**src/rtl/ctsc_pkg.sv**
```systemverilog
package ctsc_pkg;

  // lexer states
  typedef enum logic [2:0] {
    LEX_PLAIN  = 3'd0,
    LEX_LINE   = 3'd1,
    LEX_BLOCK  = 3'd2,
    LEX_STRING = 3'd3,
    LEX_ESCAPE = 3'd4,
    LEX_SLASH  = 3'd5
  } lex_state_e;

  // highlight styles
  typedef enum logic [1:0] {
    STY_PLAIN   = 2'd0,
    STY_COMMENT = 2'd1,
    STY_STRING  = 2'd2,
    STY_NUMBER  = 2'd3
  } style_e;

  // language modes
  localparam logic MODE_C      = 1'b0;
  localparam logic MODE_PYTHON = 1'b1;

  // character codes
  localparam logic [7:0] CH_SLASH     = 8'h2F;
  localparam logic [7:0] CH_STAR      = 8'h2A;
  localparam logic [7:0] CH_HASH      = 8'h23;
  localparam logic [7:0] CH_NEWLINE   = 8'h0A;
  localparam logic [7:0] CH_BACKSLASH = 8'h5C;
  localparam logic [7:0] CH_DQUOTE    = 8'h22;
  localparam logic [7:0] CH_SQUOTE    = 8'h27;
  localparam logic [7:0] CH_ZERO      = 8'h30;
  localparam logic [7:0] CH_NINE      = 8'h39;

  // result queue geometry
  localparam int unsigned FifoDepth = 4;
  localparam int unsigned PtrW      = $clog2(FifoDepth);
  localparam int unsigned CntW      = $clog2(FifoDepth + 1);

  // one result
  typedef struct packed {
    logic [1:0] style;
    logic       last_in_run;
    logic       text_done;
  } res_t;

  // what one byte produces
  typedef struct packed {
    logic [1:0] count;
    res_t       r0;
    res_t       r1;
  } lex_out_t;

endpackage

```
**src/rtl/ctsc_if.sv**
```systemverilog
interface ctsc_in_if;
  logic       valid;
  logic       ready;
  logic [7:0] char_byte;
  logic       text_end;

  modport source (output valid, output char_byte, output text_end, input ready);
  modport sink   (input valid, input char_byte, input text_end, output ready);
endinterface

interface ctsc_out_if;
  logic       valid;
  logic       ready;
  logic [1:0] style;
  logic       last_in_run;
  logic       text_done;

  modport source (output valid, output style, output last_in_run, output text_done,
                  input ready);
  modport sink   (input valid, input style, input last_in_run, input text_done,
                  output ready);
endinterface

```
**src/rtl/ctsc_lexer.sv**
```systemverilog
module ctsc_lexer (
  input  logic                clk_i,
  input  logic                rst_ni,
  input  logic                step_i,
  input  logic                mode_i,
  input  logic [7:0]          char_i,
  input  logic                last_i,
  output ctsc_pkg::lex_out_t  out_o
);

  ctsc_pkg::lex_state_e state_q, state_d;
  logic                 star_q, star_d;
  logic                 quote_q, quote_d;

  // plain-text classification of the current byte
  ctsc_pkg::lex_state_e pb_state;
  logic [1:0]           pb_style;
  logic                 pb_none;
  logic                 pb_quote_we;
  logic                 pb_quote;
  logic                 is_digit;
  logic [7:0]           close_ch;
  logic [1:0]           sty0, sty1;
  logic [1:0]           cnt;

  assign is_digit = (char_i >= ctsc_pkg::CH_ZERO) && (char_i <= ctsc_pkg::CH_NINE);

  always_comb begin
    pb_state    = ctsc_pkg::LEX_PLAIN;
    pb_style    = is_digit ? ctsc_pkg::STY_NUMBER : ctsc_pkg::STY_PLAIN;
    pb_none     = 1'b0;
    pb_quote_we = 1'b0;
    pb_quote    = 1'b0;
    if (mode_i == ctsc_pkg::MODE_PYTHON) begin
      if (char_i == ctsc_pkg::CH_HASH) begin
        pb_state = ctsc_pkg::LEX_LINE;
        pb_style = ctsc_pkg::STY_COMMENT;
      end else if (char_i == ctsc_pkg::CH_DQUOTE || char_i == ctsc_pkg::CH_SQUOTE) begin
        pb_state    = ctsc_pkg::LEX_STRING;
        pb_style    = ctsc_pkg::STY_STRING;
        pb_quote_we = 1'b1;
        pb_quote    = (char_i == ctsc_pkg::CH_SQUOTE);
      end
    end else begin
      if (char_i == ctsc_pkg::CH_SLASH && !last_i) begin
        pb_state = ctsc_pkg::LEX_SLASH;
        pb_none  = 1'b1;
      end else if (char_i == ctsc_pkg::CH_DQUOTE) begin
        pb_state    = ctsc_pkg::LEX_STRING;
        pb_style    = ctsc_pkg::STY_STRING;
        pb_quote_we = 1'b1;
        pb_quote    = 1'b0;
      end
    end
  end

  // closing quote of an open string
  assign close_ch = (mode_i == ctsc_pkg::MODE_PYTHON && quote_q) ? ctsc_pkg::CH_SQUOTE
                                                                 : ctsc_pkg::CH_DQUOTE;

  // next state and styles for this byte
  always_comb begin
    state_d = state_q;
    star_d  = star_q;
    quote_d = quote_q;
    cnt     = 2'd0;
    sty0    = ctsc_pkg::STY_PLAIN;
    sty1    = ctsc_pkg::STY_PLAIN;
    case (state_q)
      ctsc_pkg::LEX_LINE: begin
        cnt  = 2'd1;
        sty0 = ctsc_pkg::STY_COMMENT;
        if (char_i == ctsc_pkg::CH_NEWLINE) state_d = ctsc_pkg::LEX_PLAIN;
      end
      ctsc_pkg::LEX_BLOCK: begin
        cnt  = 2'd1;
        sty0 = ctsc_pkg::STY_COMMENT;
        if (mode_i == ctsc_pkg::MODE_PYTHON) begin
          if (char_i == ctsc_pkg::CH_NEWLINE) state_d = ctsc_pkg::LEX_PLAIN;
          star_d = 1'b0;
        end else if (star_q && char_i == ctsc_pkg::CH_SLASH) begin
          state_d = ctsc_pkg::LEX_PLAIN;
          star_d  = 1'b0;
        end else begin
          star_d = (char_i == ctsc_pkg::CH_STAR);
        end
      end
      ctsc_pkg::LEX_STRING: begin
        cnt  = 2'd1;
        sty0 = ctsc_pkg::STY_STRING;
        if (char_i == ctsc_pkg::CH_BACKSLASH && !last_i) state_d = ctsc_pkg::LEX_ESCAPE;
        else if (char_i == close_ch) state_d = ctsc_pkg::LEX_PLAIN;
      end
      ctsc_pkg::LEX_ESCAPE: begin
        cnt     = 2'd1;
        sty0    = ctsc_pkg::STY_STRING;
        state_d = ctsc_pkg::LEX_STRING;
      end
      ctsc_pkg::LEX_SLASH: begin
        if (mode_i == ctsc_pkg::MODE_C &&
            (char_i == ctsc_pkg::CH_SLASH || char_i == ctsc_pkg::CH_STAR)) begin
          // held slash opens a comment
          cnt     = 2'd2;
          sty0    = ctsc_pkg::STY_COMMENT;
          sty1    = ctsc_pkg::STY_COMMENT;
          state_d = (char_i == ctsc_pkg::CH_SLASH) ? ctsc_pkg::LEX_LINE
                                                   : ctsc_pkg::LEX_BLOCK;
          star_d  = 1'b0;
        end else begin
          // flush held slash, then treat byte as plain text
          cnt     = pb_none ? 2'd1 : 2'd2;
          sty0    = ctsc_pkg::STY_PLAIN;
          sty1    = pb_style;
          state_d = pb_state;
          if (pb_quote_we) quote_d = pb_quote;
        end
      end
      default: begin
        cnt     = pb_none ? 2'd0 : 2'd1;
        sty0    = pb_style;
        state_d = pb_state;
        if (pb_quote_we) quote_d = pb_quote;
      end
    endcase
    if (last_i) begin
      state_d = ctsc_pkg::LEX_PLAIN;
      star_d  = 1'b0;
      quote_d = 1'b0;
    end
  end

  // results handed to the queue
  always_comb begin
    out_o.count          = cnt;
    out_o.r0.style       = sty0;
    out_o.r0.last_in_run = (cnt == 2'd1);
    out_o.r0.text_done   = (cnt == 2'd1) && last_i;
    out_o.r1.style       = sty1;
    out_o.r1.last_in_run = 1'b1;
    out_o.r1.text_done   = last_i;
  end

  // lexer state, advanced per accepted byte
  always_ff @(posedge clk_i or negedge rst_ni) begin
    if (!rst_ni) begin
      state_q <= ctsc_pkg::LEX_PLAIN;
      star_q  <= 1'b0;
      quote_q <= 1'b0;
    end else if (step_i) begin
      state_q <= state_d;
      star_q  <= star_d;
      quote_q <= quote_d;
    end
  end

endmodule

```
**src/rtl/ctsc_res_fifo.sv**
```systemverilog
module ctsc_res_fifo (
  input  logic               clk_i,
  input  logic               rst_ni,
  input  logic               push_i,
  input  ctsc_pkg::lex_out_t push_data_i,
  output logic               room_o,
  input  logic               pop_i,
  output logic               valid_o,
  output ctsc_pkg::res_t     head_o
);

  ctsc_pkg::res_t                  mem_q [ctsc_pkg::FifoDepth];
  logic [ctsc_pkg::PtrW-1:0]       wr_ptr_q, rd_ptr_q;
  logic [ctsc_pkg::CntW-1:0]       cnt_q, cnt_d;
  logic [1:0]                      push_n;
  logic                            pop;
  logic [ctsc_pkg::PtrW-1:0]       wr_ptr_nx;

  assign push_n    = push_i ? push_data_i.count : 2'd0;
  assign pop       = pop_i && valid_o;
  assign valid_o   = (cnt_q != '0);
  assign head_o    = mem_q[rd_ptr_q];
  // room for the two results one byte can cause
  assign room_o    = (cnt_q <= ctsc_pkg::CntW'(ctsc_pkg::FifoDepth - 2));
  assign wr_ptr_nx = wr_ptr_q + ctsc_pkg::PtrW'(1);
  assign cnt_d     = cnt_q + ctsc_pkg::CntW'(push_n) - ctsc_pkg::CntW'(pop);

  // result storage
  always_ff @(posedge clk_i) begin
    if (push_n != 2'd0) mem_q[wr_ptr_q]  <= push_data_i.r0;
    if (push_n == 2'd2) mem_q[wr_ptr_nx] <= push_data_i.r1;
  end

  // pointers and fill count
  always_ff @(posedge clk_i or negedge rst_ni) begin
    if (!rst_ni) begin
      wr_ptr_q <= '0;
      rd_ptr_q <= '0;
      cnt_q    <= '0;
    end else begin
      wr_ptr_q <= wr_ptr_q + ctsc_pkg::PtrW'(push_n);
      rd_ptr_q <= rd_ptr_q + ctsc_pkg::PtrW'(pop);
      cnt_q    <= cnt_d;
    end
  end

endmodule

```
**src/rtl/code_text_style_classifier.sv**
```systemverilog
// Source-text style classifier.
// in_i carries one text byte per transaction (char_byte, text_end marks the
// final byte of a text). out_o carries one style per transaction: style,
// last_in_run on the final style a byte causes, text_done on the final style
// of a text. A byte yields zero, one or two styles: a slash in C-like mode is
// held until the next byte, which then releases both styles together.
// cfg_we_i/cfg_wdata_i write language_mode (0 C-like, 1 Python); write it
// only while no transaction is in flight.
// A style enters the result queue when its byte is accepted and reaches
// out_o once the results ahead of it are taken. Throughput: one byte per
// cycle while the queue has room for two; the lexer state is registered
// and a four-entry result queue sits between lexer and output. A byte that
// yields two styles takes two entries and backs up into in_i.ready when the
// queue cannot take two more results. When out_o is stalled, results wait
// in the queue; in_i.ready drops once fewer than two entries are free.
// Reset empties the queue, clears the lexer to plain text and sets C-like mode.
module code_text_style_classifier (
  input  logic       clk_i,
  input  logic       rst_ni,
  input  logic       cfg_we_i,
  input  logic       cfg_wdata_i,
  ctsc_in_if.sink    in_i,
  ctsc_out_if.source out_o
);

  logic               mode_q;
  logic               accept;
  logic               room;
  ctsc_pkg::lex_out_t lex_out;
  ctsc_pkg::res_t     head;

  assign in_i.ready = room;
  assign accept     = in_i.valid && room;

  // language mode register
  always_ff @(posedge clk_i or negedge rst_ni) begin
    if (!rst_ni) begin
      mode_q <= ctsc_pkg::MODE_C;
    end else if (cfg_we_i) begin
      mode_q <= cfg_wdata_i;
    end
  end

  // byte classification
  ctsc_lexer u_lexer (
    .clk_i  (clk_i),
    .rst_ni (rst_ni),
    .step_i (accept),
    .mode_i (mode_q),
    .char_i (in_i.char_byte),
    .last_i (in_i.text_end),
    .out_o  (lex_out)
  );

  // result queue
  ctsc_res_fifo u_fifo (
    .clk_i       (clk_i),
    .rst_ni      (rst_ni),
    .push_i      (accept),
    .push_data_i (lex_out),
    .room_o      (room),
    .pop_i       (out_o.ready),
    .valid_o     (out_o.valid),
    .head_o      (head)
  );

  assign out_o.style       = head.style;
  assign out_o.last_in_run = head.last_in_run;
  assign out_o.text_done   = head.text_done;

endmodule

```
**src/flat_wrapper.sv**
```systemverilog
// flat-port wrapper written by rule: the top's interface ports become plain ports
module code_text_style_classifier_flat 
  (clk_i, rst_ni, cfg_we_i, cfg_wdata_i, in_i_valid, in_i_char_byte, in_i_text_end, in_i_ready, out_o_valid, out_o_style, out_o_last_in_run, out_o_text_done, out_o_ready);
  ctsc_in_if in_i_i ();
  ctsc_out_if out_o_i ();
  input  logic clk_i;
  input  logic rst_ni;
  input  logic cfg_we_i;
  input  logic cfg_wdata_i;
  input wire logic [$bits(in_i_i.valid)-1:0] in_i_valid;
  input wire logic [$bits(in_i_i.char_byte)-1:0] in_i_char_byte;
  input wire logic [$bits(in_i_i.text_end)-1:0] in_i_text_end;
  output wire logic [$bits(in_i_i.ready)-1:0] in_i_ready;
  output wire logic [$bits(out_o_i.valid)-1:0] out_o_valid;
  output wire logic [$bits(out_o_i.style)-1:0] out_o_style;
  output wire logic [$bits(out_o_i.last_in_run)-1:0] out_o_last_in_run;
  output wire logic [$bits(out_o_i.text_done)-1:0] out_o_text_done;
  input wire logic [$bits(out_o_i.ready)-1:0] out_o_ready;
  assign in_i_i.valid = in_i_valid;
  assign in_i_i.char_byte = in_i_char_byte;
  assign in_i_i.text_end = in_i_text_end;
  assign in_i_ready = in_i_i.ready;
  assign out_o_valid = out_o_i.valid;
  assign out_o_style = out_o_i.style;
  assign out_o_last_in_run = out_o_i.last_in_run;
  assign out_o_text_done = out_o_i.text_done;
  assign out_o_i.ready = out_o_ready;
  code_text_style_classifier u_core (.clk_i(clk_i), .rst_ni(rst_ni), .cfg_we_i(cfg_we_i), .cfg_wdata_i(cfg_wdata_i), .in_i(in_i_i), .out_o(out_o_i));
endmodule
```
**config.mk**
```make
export PLATFORM = sky130hd
export DESIGN_NAME = code_text_style_classifier_flat
export DESIGN_NICKNAME = d
export VERILOG_FILES = /design/src/rtl/ctsc_pkg.sv /design/src/rtl/ctsc_if.sv /design/src/rtl/ctsc_lexer.sv /design/src/rtl/ctsc_res_fifo.sv /design/src/rtl/code_text_style_classifier.sv /design/src/flat_wrapper.sv
export SDC_FILE = /design/constraint.sdc
export NUM_CORES = 1
export LEC_CHECK = 0
export ABC_AREA = 1
export BUFFER_PORTS_ARGS = -buffer_cell sky130_fd_sc_hd__buf_2
export CAP_MARGIN = 0
export CORE_MARGIN = 5
export CORE_UTILIZATION = 60
export DETAILED_ROUTE_END_ITERATION = 10
export GPL_ROUTABILITY_DRIVEN = 0
export PLACE_DENSITY = 0.84
export SLEW_MARGIN = 20
export SYNTH_ARGS = -nofsm -noshare
export SYNTH_HDL_FRONTEND = slang
export SYNTH_SLANG_ARGS = --single-unit
```
**constraint.sdc**
```tcl
create_clock -name clk_i -period 4.5 [get_ports clk_i]
set_input_delay 0.225 -clock clk_i [delete_from_list [all_inputs] [get_ports clk_i]]
set_output_delay 0.225 -clock clk_i [all_outputs]
set_load 0.005 [all_outputs]
```
==> results.toml <==
[synthesis]
synthAdderAreaFrac_pct = 4.253
synth-xor-area-share_pct = 2.255
ys_warn_count = 0
synth_compound_area_share_pct = 10.63
synth_top_cell_by_area = "edfxtp_1"
syn_avg_cell_area_sq_um = 7.113
synth-simple-area-share_pct = 34.15
synth_top_family_by_area = "simple AND/OR/NAND/NOR gates"
ys_ff_latch = 29
synth_top_cells_by_area = "edfxtp_1 (19%), dfrtp_1 (17%), nand2_1 (13%)"
synth_mux_area_share_pct = 0
yosysSeqAreaShare_pct = 39.43
synth.distinct_cells = 30
synth_top_area_share_pct = 18.56
syn_area_sq_mm = 0.001942
syn_inst = 273
syn-num-nets = 294

[place]
numPortBuffers = 20
hpwlAfterDp_mm = 3.432
dp.cells = 336

[job]
cap_violations = 0

[floorplanning]
core_sq_mm = 0.003078
start_util_pct = 63.09
io_pins = 21
num_rows = 20
die_h_um = 66.89
die_w_um = 66.89
dieArea_sq_mm = 0.004474

[clock_tree]
clkLatencyLatePin_ps = 330
cts_tree = "built"
path_clk_slew_ps = 90
cts.htree.levels = 2
clock_sinks = 29
clock-root-buffer = "clkbuf_4"
cts_buffer_depth = 2
cts_made_buffers = 5

[worst_setup_path]
path_buf_inv = 3
cp_top_family = "adder cells"
cp.arrival_ps = 2520
endpoint_kind = "flop"
cp_max_fo = 6
rrSetupSlack_ps = 2210
reg2reg_from = "u_core.u_lexer.state_q[2]"
critPathLaunch = "u_core.u_lexer.state_q[2]"
reg2regPathDepth = 13
path_cells = "inv_2, nand2_1, nand2_2, a21oi_2, nand3_2, nand2_4, nor2_4, inv_1, ha_1, inv_1, ha_1, fa_1, xnor2_1"
critPathMaxStageDelay_ps = 430
worstSetupStartpointType = "flop"
crit_required_ps = 4720
worst_r2r_endpoint = "u_core.u_fifo.cnt_q[2]"
crit_type = "flop to flop"
cp_slowest_cell = "dfrtp_1"

[route]
vias_per_cell = 5.319
drc = 0
drt-total-wl_mm = 4.284
vias = 1835
antenna_left = 0
wl_per_cell_um = 12.42
firstDrtPassIters = 5
first_iter_violations = 76

[cells_and_area]
area_growth_pct = 11.40
diodes = 0
instances_no_fill = 345
nets = 321
drive_gt1_share_pct = 15.61

[grt]
grt_max_degree = 14
grt_pass1_wl_mm = 7.113
grt_pass1_vias = 1743
antenna_found_initial = 0
grt_overflow = 0
grt_use_total_pct = 21.20

[min_path]
worstHoldEndpoint = "u_core.mode_q"
holdCritStartpoint = "cfg_we_i"
min_path_type = "input port to flop"
min_path_cells = 2

[sta]
grt_setup_unrepaired = "false"
max_slew_margin_pct = 74.86
setup_violations = 0
hold_viol_final = 0
drv_slew = 0
worst_pin_slew_ps = 373.7
setup_tns_ps = 0
post-route-min-period_ps = 2294
finalCritPeriodShare_pct = 50.97
skew_ps = 9.641
fmax_mhz = 436.0

[pwr]
ir_drop_uv = 224.9
p_leak_nw = 1.030
pwr_density_cell_mw_per_mm2 = 504.8

[status]
status = "finished, final reports clean"
[where the power goes]
group          internal (mW)  switching, mW
sequential             0.357         0.0722
clock                 0.0733         0.0864
combinational          0.192          0.312
total                  0.622          0.470
[through the flow]
stage	worst slack (ps)	instance area [sq um]	total power, mW	utilization [%]	hold slack, ps
5_1_grt	2070	2163	1.186	70.28	113.6
6_report	2206	2163	1.092	70.28	91.54
3_3_place_gp	2294	2093	0.9143	68.01	129.0
4_1_cts	2212	2163	1.095	70.28	86.78
2_1_floorplan	2340	1942	0.7885	-	-70.59
3_5_place_dp	2229	2093	0.9344	68.01	139.6
[registers in the layout, summed over array words and instances, names as in the netlist]
signal / flops
u_core.u_lexer.star_q: 1
u_core.u_lexer.state_q: 3
u_core.u_fifo.cnt_q: 3
u_core.mode_q: 1
u_core.u_fifo.wr_ptr_q: 2
u_core.u_lexer.quote_q: 1
u_core.u_fifo.mem_q: 16
u_core.u_fifo.rd_ptr_q: 2
[synth_stat cells]
cell type and number:
edfxtp_1 12, xor2_1 3, a21boi_0 1, o21a_1 1, o21ai_2 1, a21oi_1 7, dfxtp_1 4, inv_2 4
nand3b_1 1, o21ai_0 17, clkinv_1 4, nor2_4 3, clkbuf_1 1, nor2_2 5, o21ai_1 4, xnor2_1 2
fa_1 1, inv_1 39, nor4_1 1, nand3_1 25, nor2_1 36, o22ai_1 4, nand2_1 68, ha_1 5
a21oi_2 2, nand2_4 1, dfrtp_1 13, nand3_2 2, nand4_1 4, nand2_2 2
[routing by layer]
layer | GRT usage, % | vias to the layer above | wire length, um
li1 | - | 934 | -
met5 | 0 | - | 0
met4 | 10.63 | 0 | 124
met1 | 21.83 | 835 | 1753
met2 | 39.98 | 54 | 2163
met3 | 4.216 | 12 | 243
[worst max path at each step]
stage / end / depth (start not counted)
2_1_floorplan: u_core.u_fifo.cnt_q[2] / 11
3_3_place_gp: u_core.u_fifo.cnt_q[2] / 13
3_5_place_dp: u_core.u_fifo.cnt_q[2] / 13
4_1_cts: u_core.u_fifo.cnt_q[2] / 13
5_1_grt: u_core.u_fifo.cnt_q[2] / 13
6_report: u_core.u_fifo.cnt_q[2] / 13
[repair_timing]
action,in CTS,in global routing
setup endpoints to repair,0,0
hold endpoints to repair,13,0
setup buffers,0,0
gates resized for setup,0,0
hold buffers,1,0
[cell usage in the layout, fill, tap and decap left out, types with 2 or more instances in the layout]
cell type / n
a21oi_1: 7
a21oi_2: 2
buf_2: 20
clkbuf_4: 5
clkinv_1: 5
dfrtp_1: 13
dfxtp_1: 4
edfxtp_1: 12
ha_1: 5
inv_1: 39
inv_2: 4
nand2_1: 68
nand2_2: 2
nand3_1: 25
nand3_2: 2
nand4_1: 4
nor2_1: 36
nor2_2: 5
nor2_4: 3
o21ai_0: 17
o21ai_1: 4
o22ai_1: 4
xnor2_1: 2
xor2_1: 3
[final cells by class]
cell class / count / area [sq um]
Timing Repair Buffer: 21 / 110.1
Tap cell: 44 / 55.05
Clock buffer: 6 / 51.30
Multi-Input combinational cell: 196 / 996.0
Sequential cell: 29 / 765.7
Inverter: 47 / 176.4
Fill cell: 281 / 914.6
Clock inverter: 2 / 8.758
[cells by family after synthesis]
kind of cell	after synthesis
XOR/XNOR	5
AO/OA/AOI/OAI	37
adder cells (fa/ha/maj)	6
flip-flops	29
buffers and inverters	48
AND/OR/NAND/NOR	148
Note: power is estimated with default switching activity, not from simulation.
